### src/hsv2rgb_pkg.sv
// ----------------------------------------------------------------------------
// hsv2rgb_pkg
// Types and constants shared by the HSV to RGB conversion pipeline.
// ----------------------------------------------------------------------------
`default_nettype none

package hsv2rgb_pkg;

  localparam int HUE_W  = 16;
  localparam int CH_W   = 13;
  localparam int FRAC_W = 8;
  localparam int Q20_W  = 21;
  localparam int XW     = 6;

  localparam logic [CH_W-1:0]  ONE       = 13'd4096;
  localparam logic [Q20_W-1:0] Q20_ONE   = 21'd1048576;
  localparam logic [8:0]       FRAC_ONE  = 9'd256;
  localparam logic [11:0]      THIRD_MUL = 12'd43;

  typedef enum logic [2:0] {
    SEC_R_TO_Y = 3'd0,
    SEC_Y_TO_G = 3'd1,
    SEC_G_TO_C = 3'd2,
    SEC_C_TO_B = 3'd3,
    SEC_B_TO_M = 3'd4,
    SEC_M_TO_R = 3'd5
  } sector_t;

  typedef struct packed {
    logic              black;
    sector_t           sector;
    logic [FRAC_W-1:0] frac;
    logic [CH_W-1:0]   sat;
    logic [CH_W-1:0]   val;
  } dec_t;

  typedef struct packed {
    logic       black;
    sector_t    sector;
    logic [CH_W-1:0] val;
    logic [CH_W-1:0] p;
    logic [CH_W-1:0] q;
    logic [CH_W-1:0] t;
  } comp_t;

  typedef struct packed {
    logic [CH_W-1:0] red;
    logic [CH_W-1:0] green;
    logic [CH_W-1:0] blue;
  } rgb_t;

endpackage

`default_nettype wire

### src/hsv2rgb_if.sv
// ----------------------------------------------------------------------------
// hsv2rgb_if
// Valid/ready channels for HSV pixels in and RGB pixels out.
// ----------------------------------------------------------------------------
`default_nettype none

interface hsv_if;
  logic                                   valid;
  logic                                   ready;
  logic signed [hsv2rgb_pkg::HUE_W-1:0]   hue;
  logic        [hsv2rgb_pkg::CH_W-1:0]    saturation;
  logic        [hsv2rgb_pkg::CH_W-1:0]    brightness;

  modport source (output valid, hue, saturation, brightness, input ready);
  modport sink   (input valid, hue, saturation, brightness, output ready);
endinterface

interface rgb_if;
  logic                             valid;
  logic                             ready;
  logic [hsv2rgb_pkg::CH_W-1:0]     red;
  logic [hsv2rgb_pkg::CH_W-1:0]     green;
  logic [hsv2rgb_pkg::CH_W-1:0]     blue;

  modport source (output valid, red, green, blue, input ready);
  modport sink   (input valid, red, green, blue, output ready);
endinterface

`default_nettype wire

### src/hsv_to_rgb_converter.sv
// ----------------------------------------------------------------------------
// hsv_to_rgb_converter
// Converts one HSV pixel to one Q12 RGB pixel per clock while the output is not stalled.
// ----------------------------------------------------------------------------
// The converter takes one pixel in every clock cycle while the output side
// does not stall; each result passes through these stages: hue decode, the
// saturation products, the brightness products and the sector mux each hold
// one register stage. When the output side stalls, every stage holds its
// contents and the input channel is not ready until the output register can
// move again; the four stages can hold four pixels in flight.
`default_nettype none

module hsv_to_rgb_converter (
  input  wire logic clk,
  input  wire logic rst,
  hsv_if.sink       hsv,
  rgb_if.source     rgb
);

  logic               en;
  logic               dec_valid;
  logic               comp_valid;
  logic               rgb_valid;
  hsv2rgb_pkg::dec_t  dec;
  hsv2rgb_pkg::comp_t comp;
  hsv2rgb_pkg::rgb_t  rgb_out;

  assign en        = !rgb_valid || rgb.ready;
  assign hsv.ready = en;

  hsv2rgb_decode u_decode (
    .clk        (clk),
    .rst        (rst),
    .en         (en),
    .in_valid   (hsv.valid),
    .hue        (hsv.hue),
    .saturation (hsv.saturation),
    .brightness (hsv.brightness),
    .out_valid  (dec_valid),
    .dec        (dec)
  );

  hsv2rgb_products u_products (
    .clk       (clk),
    .rst       (rst),
    .en        (en),
    .in_valid  (dec_valid),
    .dec       (dec),
    .out_valid (comp_valid),
    .comp      (comp)
  );

  hsv2rgb_mux u_mux (
    .clk       (clk),
    .rst       (rst),
    .en        (en),
    .in_valid  (comp_valid),
    .comp      (comp),
    .out_valid (rgb_valid),
    .rgb       (rgb_out)
  );

  assign rgb.valid = rgb_valid;
  assign rgb.red   = rgb_out.red;
  assign rgb.green = rgb_out.green;
  assign rgb.blue  = rgb_out.blue;

endmodule

`default_nettype wire

### src/hsv2rgb_decode.sv
// ----------------------------------------------------------------------------
// hsv2rgb_decode
// First stage: reduces the hue modulo one turn into sector and fraction,
// blacks negative hues off whole turns; clamps saturation, brightness to one.
// ----------------------------------------------------------------------------
`default_nettype none

module hsv2rgb_decode (
  input  wire logic                                 clk,
  input  wire logic                                 rst,
  input  wire logic                                 en,
  input  wire logic                                 in_valid,
  input  wire logic signed [hsv2rgb_pkg::HUE_W-1:0] hue,
  input  wire logic [hsv2rgb_pkg::CH_W-1:0]         saturation,
  input  wire logic [hsv2rgb_pkg::CH_W-1:0]         brightness,
  output logic                                      out_valid,
  output hsv2rgb_pkg::dec_t                         dec
);

  logic [hsv2rgb_pkg::XW-1:0] turn_x;
  logic [11:0]                x43;
  logic [4:0]                 third;
  logic [6:0]                 three_third;
  logic [6:0]                 mod_full;
  logic [1:0]                 mod3;
  logic                       neg;
  hsv2rgb_pkg::dec_t          dec_next;

  // One turn is 3 * 512, so the hue splits into 512-unit blocks reduced mod 3.
  assign turn_x      = hue[14:9];
  assign x43         = {6'b0, turn_x} * hsv2rgb_pkg::THIRD_MUL;
  assign third       = x43[11:7];
  assign three_third = {1'b0, third, 1'b0} + {2'b0, third};
  assign mod_full    = {1'b0, turn_x} - three_third;
  assign mod3        = mod_full[1:0];
  assign neg         = hue[15];

  always_comb begin
    dec_next.sat = (saturation > hsv2rgb_pkg::ONE) ? hsv2rgb_pkg::ONE : saturation;
    dec_next.val = (brightness > hsv2rgb_pkg::ONE) ? hsv2rgb_pkg::ONE : brightness;
    if (neg) begin
      // A negative hue is black unless it is an exact multiple of one turn.
      dec_next.black  = !((hue[8:0] == 9'd0) && (mod3 == 2'd1));
      dec_next.sector = hsv2rgb_pkg::SEC_R_TO_Y;
      dec_next.frac   = '0;
    end else begin
      dec_next.black  = 1'b0;
      dec_next.sector = hsv2rgb_pkg::sector_t'({mod3, hue[8]});
      dec_next.frac   = hue[7:0];
    end
  end

  always_ff @(posedge clk) begin
    if (rst) begin
      out_valid <= 1'b0;
    end else if (en) begin
      out_valid <= in_valid;
    end
  end

  always_ff @(posedge clk) begin
    if (en) begin
      dec <= dec_next;
    end
  end

endmodule

`default_nettype wire

### src/hsv2rgb_products.sv
// ----------------------------------------------------------------------------
// hsv2rgb_products
// Two stages: saturation times fraction, then brightness times the
// complements, giving the P, Q and T channel levels.
// ----------------------------------------------------------------------------
`default_nettype none

module hsv2rgb_products (
  input  wire logic              clk,
  input  wire logic              rst,
  input  wire logic              en,
  input  wire logic              in_valid,
  input  wire hsv2rgb_pkg::dec_t dec,
  output logic                   out_valid,
  output hsv2rgb_pkg::comp_t     comp
);

  logic [hsv2rgb_pkg::Q20_W-1:0] sf_next;
  logic [hsv2rgb_pkg::Q20_W-1:0] st_next;
  logic [hsv2rgb_pkg::CH_W-1:0]  pd_next;

  logic                          mid_valid;
  logic [hsv2rgb_pkg::Q20_W-1:0] sf;
  logic [hsv2rgb_pkg::Q20_W-1:0] st;
  logic [hsv2rgb_pkg::CH_W-1:0]  pd;
  logic [hsv2rgb_pkg::CH_W-1:0]  mid_val;
  logic                          mid_black;
  hsv2rgb_pkg::sector_t          mid_sector;

  logic [hsv2rgb_pkg::Q20_W-1:0] qa;
  logic [hsv2rgb_pkg::Q20_W-1:0] ta;
  logic [33:0]                   q_prod;
  logic [33:0]                   t_prod;
  logic [25:0]                   p_prod;
  hsv2rgb_pkg::comp_t            comp_next;

  assign sf_next = {8'b0, dec.sat} * {13'b0, dec.frac};
  assign st_next = {8'b0, dec.sat} * {12'b0, hsv2rgb_pkg::FRAC_ONE - {1'b0, dec.frac}};
  assign pd_next = hsv2rgb_pkg::ONE - dec.sat;

  always_ff @(posedge clk) begin
    if (rst) begin
      mid_valid <= 1'b0;
      out_valid <= 1'b0;
    end else if (en) begin
      mid_valid <= in_valid;
      out_valid <= mid_valid;
    end
  end

  always_ff @(posedge clk) begin
    if (en) begin
      sf         <= sf_next;
      st         <= st_next;
      pd         <= pd_next;
      mid_val    <= dec.val;
      mid_black  <= dec.black;
      mid_sector <= dec.sector;
    end
  end

  assign qa     = hsv2rgb_pkg::Q20_ONE - sf;
  assign ta     = hsv2rgb_pkg::Q20_ONE - st;
  assign q_prod = {21'b0, mid_val} * {13'b0, qa};
  assign t_prod = {21'b0, mid_val} * {13'b0, ta};
  assign p_prod = {13'b0, mid_val} * {13'b0, pd};

  always_comb begin
    comp_next.black  = mid_black;
    comp_next.sector = mid_sector;
    comp_next.val    = mid_val;
    comp_next.p      = p_prod[24:12];
    comp_next.q      = q_prod[32:20];
    comp_next.t      = t_prod[32:20];
  end

  always_ff @(posedge clk) begin
    if (en) begin
      comp <= comp_next;
    end
  end

endmodule

`default_nettype wire

### src/hsv2rgb_mux.sv
// ----------------------------------------------------------------------------
// hsv2rgb_mux
// Last stage: routes V, P, Q and T to red, green and blue by sector, or
// zeroes them for a black pixel, and holds the result in the output register.
// ----------------------------------------------------------------------------
`default_nettype none

module hsv2rgb_mux (
  input  wire logic               clk,
  input  wire logic               rst,
  input  wire logic               en,
  input  wire logic               in_valid,
  input  wire hsv2rgb_pkg::comp_t comp,
  output logic                    out_valid,
  output hsv2rgb_pkg::rgb_t       rgb
);

  hsv2rgb_pkg::rgb_t rgb_next;

  always_comb begin
    case (comp.sector)
      hsv2rgb_pkg::SEC_R_TO_Y: rgb_next = '{comp.val, comp.t, comp.p};
      hsv2rgb_pkg::SEC_Y_TO_G: rgb_next = '{comp.q, comp.val, comp.p};
      hsv2rgb_pkg::SEC_G_TO_C: rgb_next = '{comp.p, comp.val, comp.t};
      hsv2rgb_pkg::SEC_C_TO_B: rgb_next = '{comp.p, comp.q, comp.val};
      hsv2rgb_pkg::SEC_B_TO_M: rgb_next = '{comp.t, comp.p, comp.val};
      default:                 rgb_next = '{comp.val, comp.p, comp.q};
    endcase
    if (comp.black) begin
      rgb_next = '0;
    end
  end

  always_ff @(posedge clk) begin
    if (rst) begin
      out_valid <= 1'b0;
    end else if (en) begin
      out_valid <= in_valid;
    end
  end

  always_ff @(posedge clk) begin
    if (en) begin
      rgb <= rgb_next;
    end
  end

endmodule

`default_nettype wire

### src/flat_wrapper.sv
// flat-port wrapper written by rule: the top's interface ports become plain ports
module hsv_to_rgb_converter_flat 
  (clk, rst, hsv_valid, hsv_hue, hsv_saturation, hsv_brightness, hsv_ready, rgb_valid, rgb_red, rgb_green, rgb_blue, rgb_ready);
  hsv_if hsv_i ();
  rgb_if rgb_i ();
  input  wire logic clk;
  input  wire logic rst;
  input wire logic [$bits(hsv_i.valid)-1:0] hsv_valid;
  input wire logic [$bits(hsv_i.hue)-1:0] hsv_hue;
  input wire logic [$bits(hsv_i.saturation)-1:0] hsv_saturation;
  input wire logic [$bits(hsv_i.brightness)-1:0] hsv_brightness;
  output wire logic [$bits(hsv_i.ready)-1:0] hsv_ready;
  output wire logic [$bits(rgb_i.valid)-1:0] rgb_valid;
  output wire logic [$bits(rgb_i.red)-1:0] rgb_red;
  output wire logic [$bits(rgb_i.green)-1:0] rgb_green;
  output wire logic [$bits(rgb_i.blue)-1:0] rgb_blue;
  input wire logic [$bits(rgb_i.ready)-1:0] rgb_ready;
  assign hsv_i.valid = hsv_valid;
  assign hsv_i.hue = hsv_hue;
  assign hsv_i.saturation = hsv_saturation;
  assign hsv_i.brightness = hsv_brightness;
  assign hsv_ready = hsv_i.ready;
  assign rgb_valid = rgb_i.valid;
  assign rgb_red = rgb_i.red;
  assign rgb_green = rgb_i.green;
  assign rgb_blue = rgb_i.blue;
  assign rgb_i.ready = rgb_ready;
  hsv_to_rgb_converter u_core (.clk(clk), .rst(rst), .hsv(hsv_i), .rgb(rgb_i));
endmodule
### config.mk
export PLATFORM = sky130hd
export DESIGN_NAME = hsv_to_rgb_converter_flat
export DESIGN_NICKNAME = d
export VERILOG_FILES = /design/src/hsv2rgb_pkg.sv /design/src/hsv2rgb_if.sv /design/src/hsv_to_rgb_converter.sv /design/src/hsv2rgb_decode.sv /design/src/hsv2rgb_products.sv /design/src/hsv2rgb_mux.sv /design/src/flat_wrapper.sv
export SDC_FILE = /design/constraint.sdc
export NUM_CORES = 2
export LEC_CHECK = 0
export BUFFER_PORTS_ARGS = -buffer_cell sky130_fd_sc_hd__buf_4
export CAP_MARGIN = 25
export CORE_MARGIN = 5
export CORE_UTILIZATION = 45
export DETAILED_ROUTE_END_ITERATION = 7
export PLACE_DENSITY_LB_ADDON = 0.1
export SETUP_SLACK_MARGIN = 0.15
export SLEW_MARGIN = 10
export SYNTH_ARGS = -nofsm -noshare
export SYNTH_HDL_FRONTEND = slang
export SYNTH_SLANG_ARGS = --single-unit
### constraint.sdc
create_clock -name clk -period 7.88 [get_ports clk]
set_input_delay 0 -clock clk [delete_from_list [all_inputs] [get_ports clk]]
set_output_delay 0 -clock clk [all_outputs]
set_load 0.02 [all_outputs]
==> flow_metrics.py <==
metrics = {
    "status": {
        "outcome": "finished, final reports clean",
    },
    "routing": {
        "vias": 26000,
        "drt_first_pass_iters": 5,
        "viasPerCell": 5.06,
        "drc": 0,
        "wl_per_cell_um": 18.2,
        "wl_mm": 93.4,
        "drt.antenna.violating_nets": 0,
        "drtIter0Drc": 1198,
    },
    "setup_path": {
        "crit_path_end_kind": "register",
        "cp.required_ns": 8.31,
        "slowest_stage": "or4_1",
        "critPathLaunchType": "register",
        "crit_path_max_fanout": 9,
        "r2r_setup_slack_ns": 0.56,
        "critPathKind": "reg -> reg",
        "r2r_cells": 26,
        "arrival_ns": 7.75,
        "critPathMaxStageDelay_ns": 0.60,
        "cpMostUsedCell": "fa_1",
    },
    "grt": {
        "track_usage": 0.215,
        "grt_antenna_before_repair": 0,
        "first_global_vias": 27400,
        "grt_pass1_wl_mm": 153,
        "grt_max_degree": 70,
        "grt-ovfl-total": 0,
    },
    "synth": {
        "syn_area_per_cell_um2": 9.36,
        "synth-edff-count": 204,
        "async_flop_share": 0,
        "synth_area_um2": 37300,
        "syn-num-nets": 5021,
        "yosys_most_used_dff": "edfxtp_1",
        "yosys_warnings": 0,
        "synth_cell_types": 66,
        "ys_ff_latch": 208,
        "seq_area_frac_synth": 0.166,
        "netlist_instances": 3982,
    },
    "timing": {
        "drv_slew": 0,
        "fmax_mhz": 137,
        "rsz0062_at_grt": "false",
        "fin_crit_sh": 0.929,
        "slew_headroom": 0.222,
        "totalNegativeSetupSlack_ns": 0,
        "finalHoldViolCount": 0,
        "min_period_ns": 7.32,
        "setup_viol": 0,
        "skew_ns": 0.0360,
        "worst_pin_slew_ns": 1.16,
    },
    "place": {
        "gp_congestion": 0.847,
        "numPortBuffers": 86,
        "dp_hpwl_mm": 74.8,
        "place_inst": 5024,
    },
    "run": {
        "cap_violations": 0,
    },
    "floorplan": {
        "die_h_um": 298,
        "core_um2": 82100,
        "num_rows": 105,
        "die_width_um": 298,
        "io_pins": 87,
        "initial_core_util": 0.454,
        "dieArea_um2": 88700,
    },
    "clocking": {
        "clock_sinks": 208,
        "clock-root-buffer": "clkbuf_16",
        "htree_levels": 1,
        "numCtsBuffers": 27,
        "clock_path_buffers": 3,
        "clk_transition_reported_paths_ns": 0.05,
        "clk_latency_ns": 0.57,
        "cts_tree": "done",
    },
    "hold_path": {
        "hp-class": "in -> reg",
        "holdPathStages": 3,
    },
    "layout": {
        "drive_gt1_frac": 0.0636,
        "stdcell_count": 5141,
        "fin_nets": 5088,
        "syn_to_final_growth_pct": 9.83,
    },
}
[per-layer routing]
| metal | up-vias | wire length [um] | global-route usage |
|---|---|---|---|
| met5 | - | 0 | 0 |
| met4 | 0 | 2490 | 0.0502 |
| met3 | 112 | 3710 | 0.0214 |
| met2 | 521 | 43900 | 0.361 |
| met1 | 13200 | 43300 | 0.303 |
| li1 | 12200 | - | - |
[registers in the layout, summed over array words and instances (netlist names)]
name	cells
u_core.u_products.comp	56
u_core.u_mux.rgb	39
u_core.u_decode.dec	38
u_core.u_products.sf	21
u_core.u_products.st	20
u_core.u_products.mid_val	13
u_core.u_products.pd	13
u_core.u_products.mid_sector	3
u_core.u_decode.out_valid	1
u_core.u_mux.out_valid	1
u_core.u_products.mid_black	1
u_core.u_products.mid_valid	1
u_core.u_products.out_valid	1
[final cells by class]
type	count	area [um^2]
diodes	1	2.50
inverters	864	3240
clock buffers	27	676
repair buffers	248	2140
multi-input cells	2700	27100
flip-flops and latches	208	6210
well taps	1070	1340
clock inverters	23	203
fillers	7734	41200
[cell usage after synthesis, drive strengths merged, types with 31 or more instances]
cell type / n / share of area
a21oi: 70 / 0.0094
and2: 398 / 0.067
clkbuf: 199 / 0.020
edfxtp: 204 / 0.16
fa: 680 / 0.37
ha: 313 / 0.11
inv: 864 / 0.087
nand2: 556 / 0.056
nor2: 155 / 0.016
nor2b: 44 / 0.0074
nor3: 34 / 0.0047
o21ai: 44 / 0.0059
xnor2: 108 / 0.026
xor2: 31 / 0.0073
[layout by cell type (no fill, tap or decap), types with 7 or more instances in the layout]
| master | count |
|---|---|
| nand2_1 | 555 |
| clkinv_2 | 7 |
| xnor2_2 | 8 |
| ha_1 | 313 |
| inv_1 | 864 |
| o21a_1 | 14 |
| a311oi_1 | 19 |
| nand3_1 | 20 |
| o31ai_1 | 8 |
| clkinv_1 | 7 |
| nand2b_1 | 7 |
| nor3_1 | 31 |
| nor2b_1 | 44 |
| nor3b_1 | 13 |
| xnor2_1 | 99 |
| edfxtp_1 | 204 |
| a211oi_1 | 10 |
| a221oi_1 | 26 |
| a21oi_1 | 70 |
| dlygate4sd3_1 | 65 |
| o21ai_0 | 44 |
| xor2_1 | 31 |
| a22oi_1 | 13 |
| nor2_1 | 155 |
| nor4_1 | 9 |
| clkbuf_16 | 27 |
| or3_1 | 8 |
| fa_1 | 680 |
| buf_4 | 172 |
| buf_12 | 8 |
| and2_1 | 398 |
| mux2i_1 | 18 |
| nand4_1 | 10 |
| a21o_1 | 17 |
[critical path, delay by kind of cell (launching register included)]
kind | cells | cell delay [ns]
compound gates | 5 | 1.03
flops | 1 | 0.43
simple gates | 10 | 2.44
xor+xnor | 1 | 0.19
fa+ha+maj | 6 | 2.78
buf+inv | 4 | 0.36
[final timing paths]
path                                                to                                      start
setup / recovery  u_core.u_products.comp[25]$_DFFE_PP_          u_core.u_products.sf[2]$_DFFE_PP_
hold reg to reg   u_core.u_products.comp[53]$_DFFE_PP_  u_core.u_products.mid_sector[1]$_DFFE_PP_
hold / removal     u_core.u_mux.out_valid$_SDFFE_PP0P_                                  rgb_ready
setup reg to reg  u_core.u_products.comp[25]$_DFFE_PP_          u_core.u_products.sf[2]$_DFFE_PP_
[through the flow]
step                hold slack [ns]  cell area, um^2  worst slack [ns]  utilization
finish                        0.185            40900             0.559        0.499
global route                  0.194            40900             0.150        0.499
CTS                           0.152            40900             0.387        0.498
detailed placement            0.196            39300             0.378        0.479
global placement              0.192            39300             0.435        0.478
floorplan                    0.0691            37300             0.618            -
[repair_timing]
action / in CTS / in global routing
endpoints found under the hold margin: 42 / 0
resized for setup: 0 / 10
hold buffers: 65 / 0
endpoints found under the setup margin: 0 / 6
setup buffers: 0 / 1
[kinds of logic (layout without fill, tap and decap cells)]
kind of cell | Yosys count | after routing | share of synthesized area
AND/OR/NAND/NOR | 1283 | 1283 | 0.168
AO/OA/AOI/OAI | 266 | 266 | 0.0480
multiplexers | 19 | 19 | 0.00513
flip-flops | 208 | 208 | 0.166
buffers and inverters | 1074 | 1162 | 0.108
other | 0 | 1 | 0
adder cells (fa/ha/maj) | 993 | 993 | 0.470
XOR/XNOR | 139 | 139 | 0.0336
Power is not shown: default switching activity piles up to over one toggle a cycle in this logic, so the estimate is an artifact.
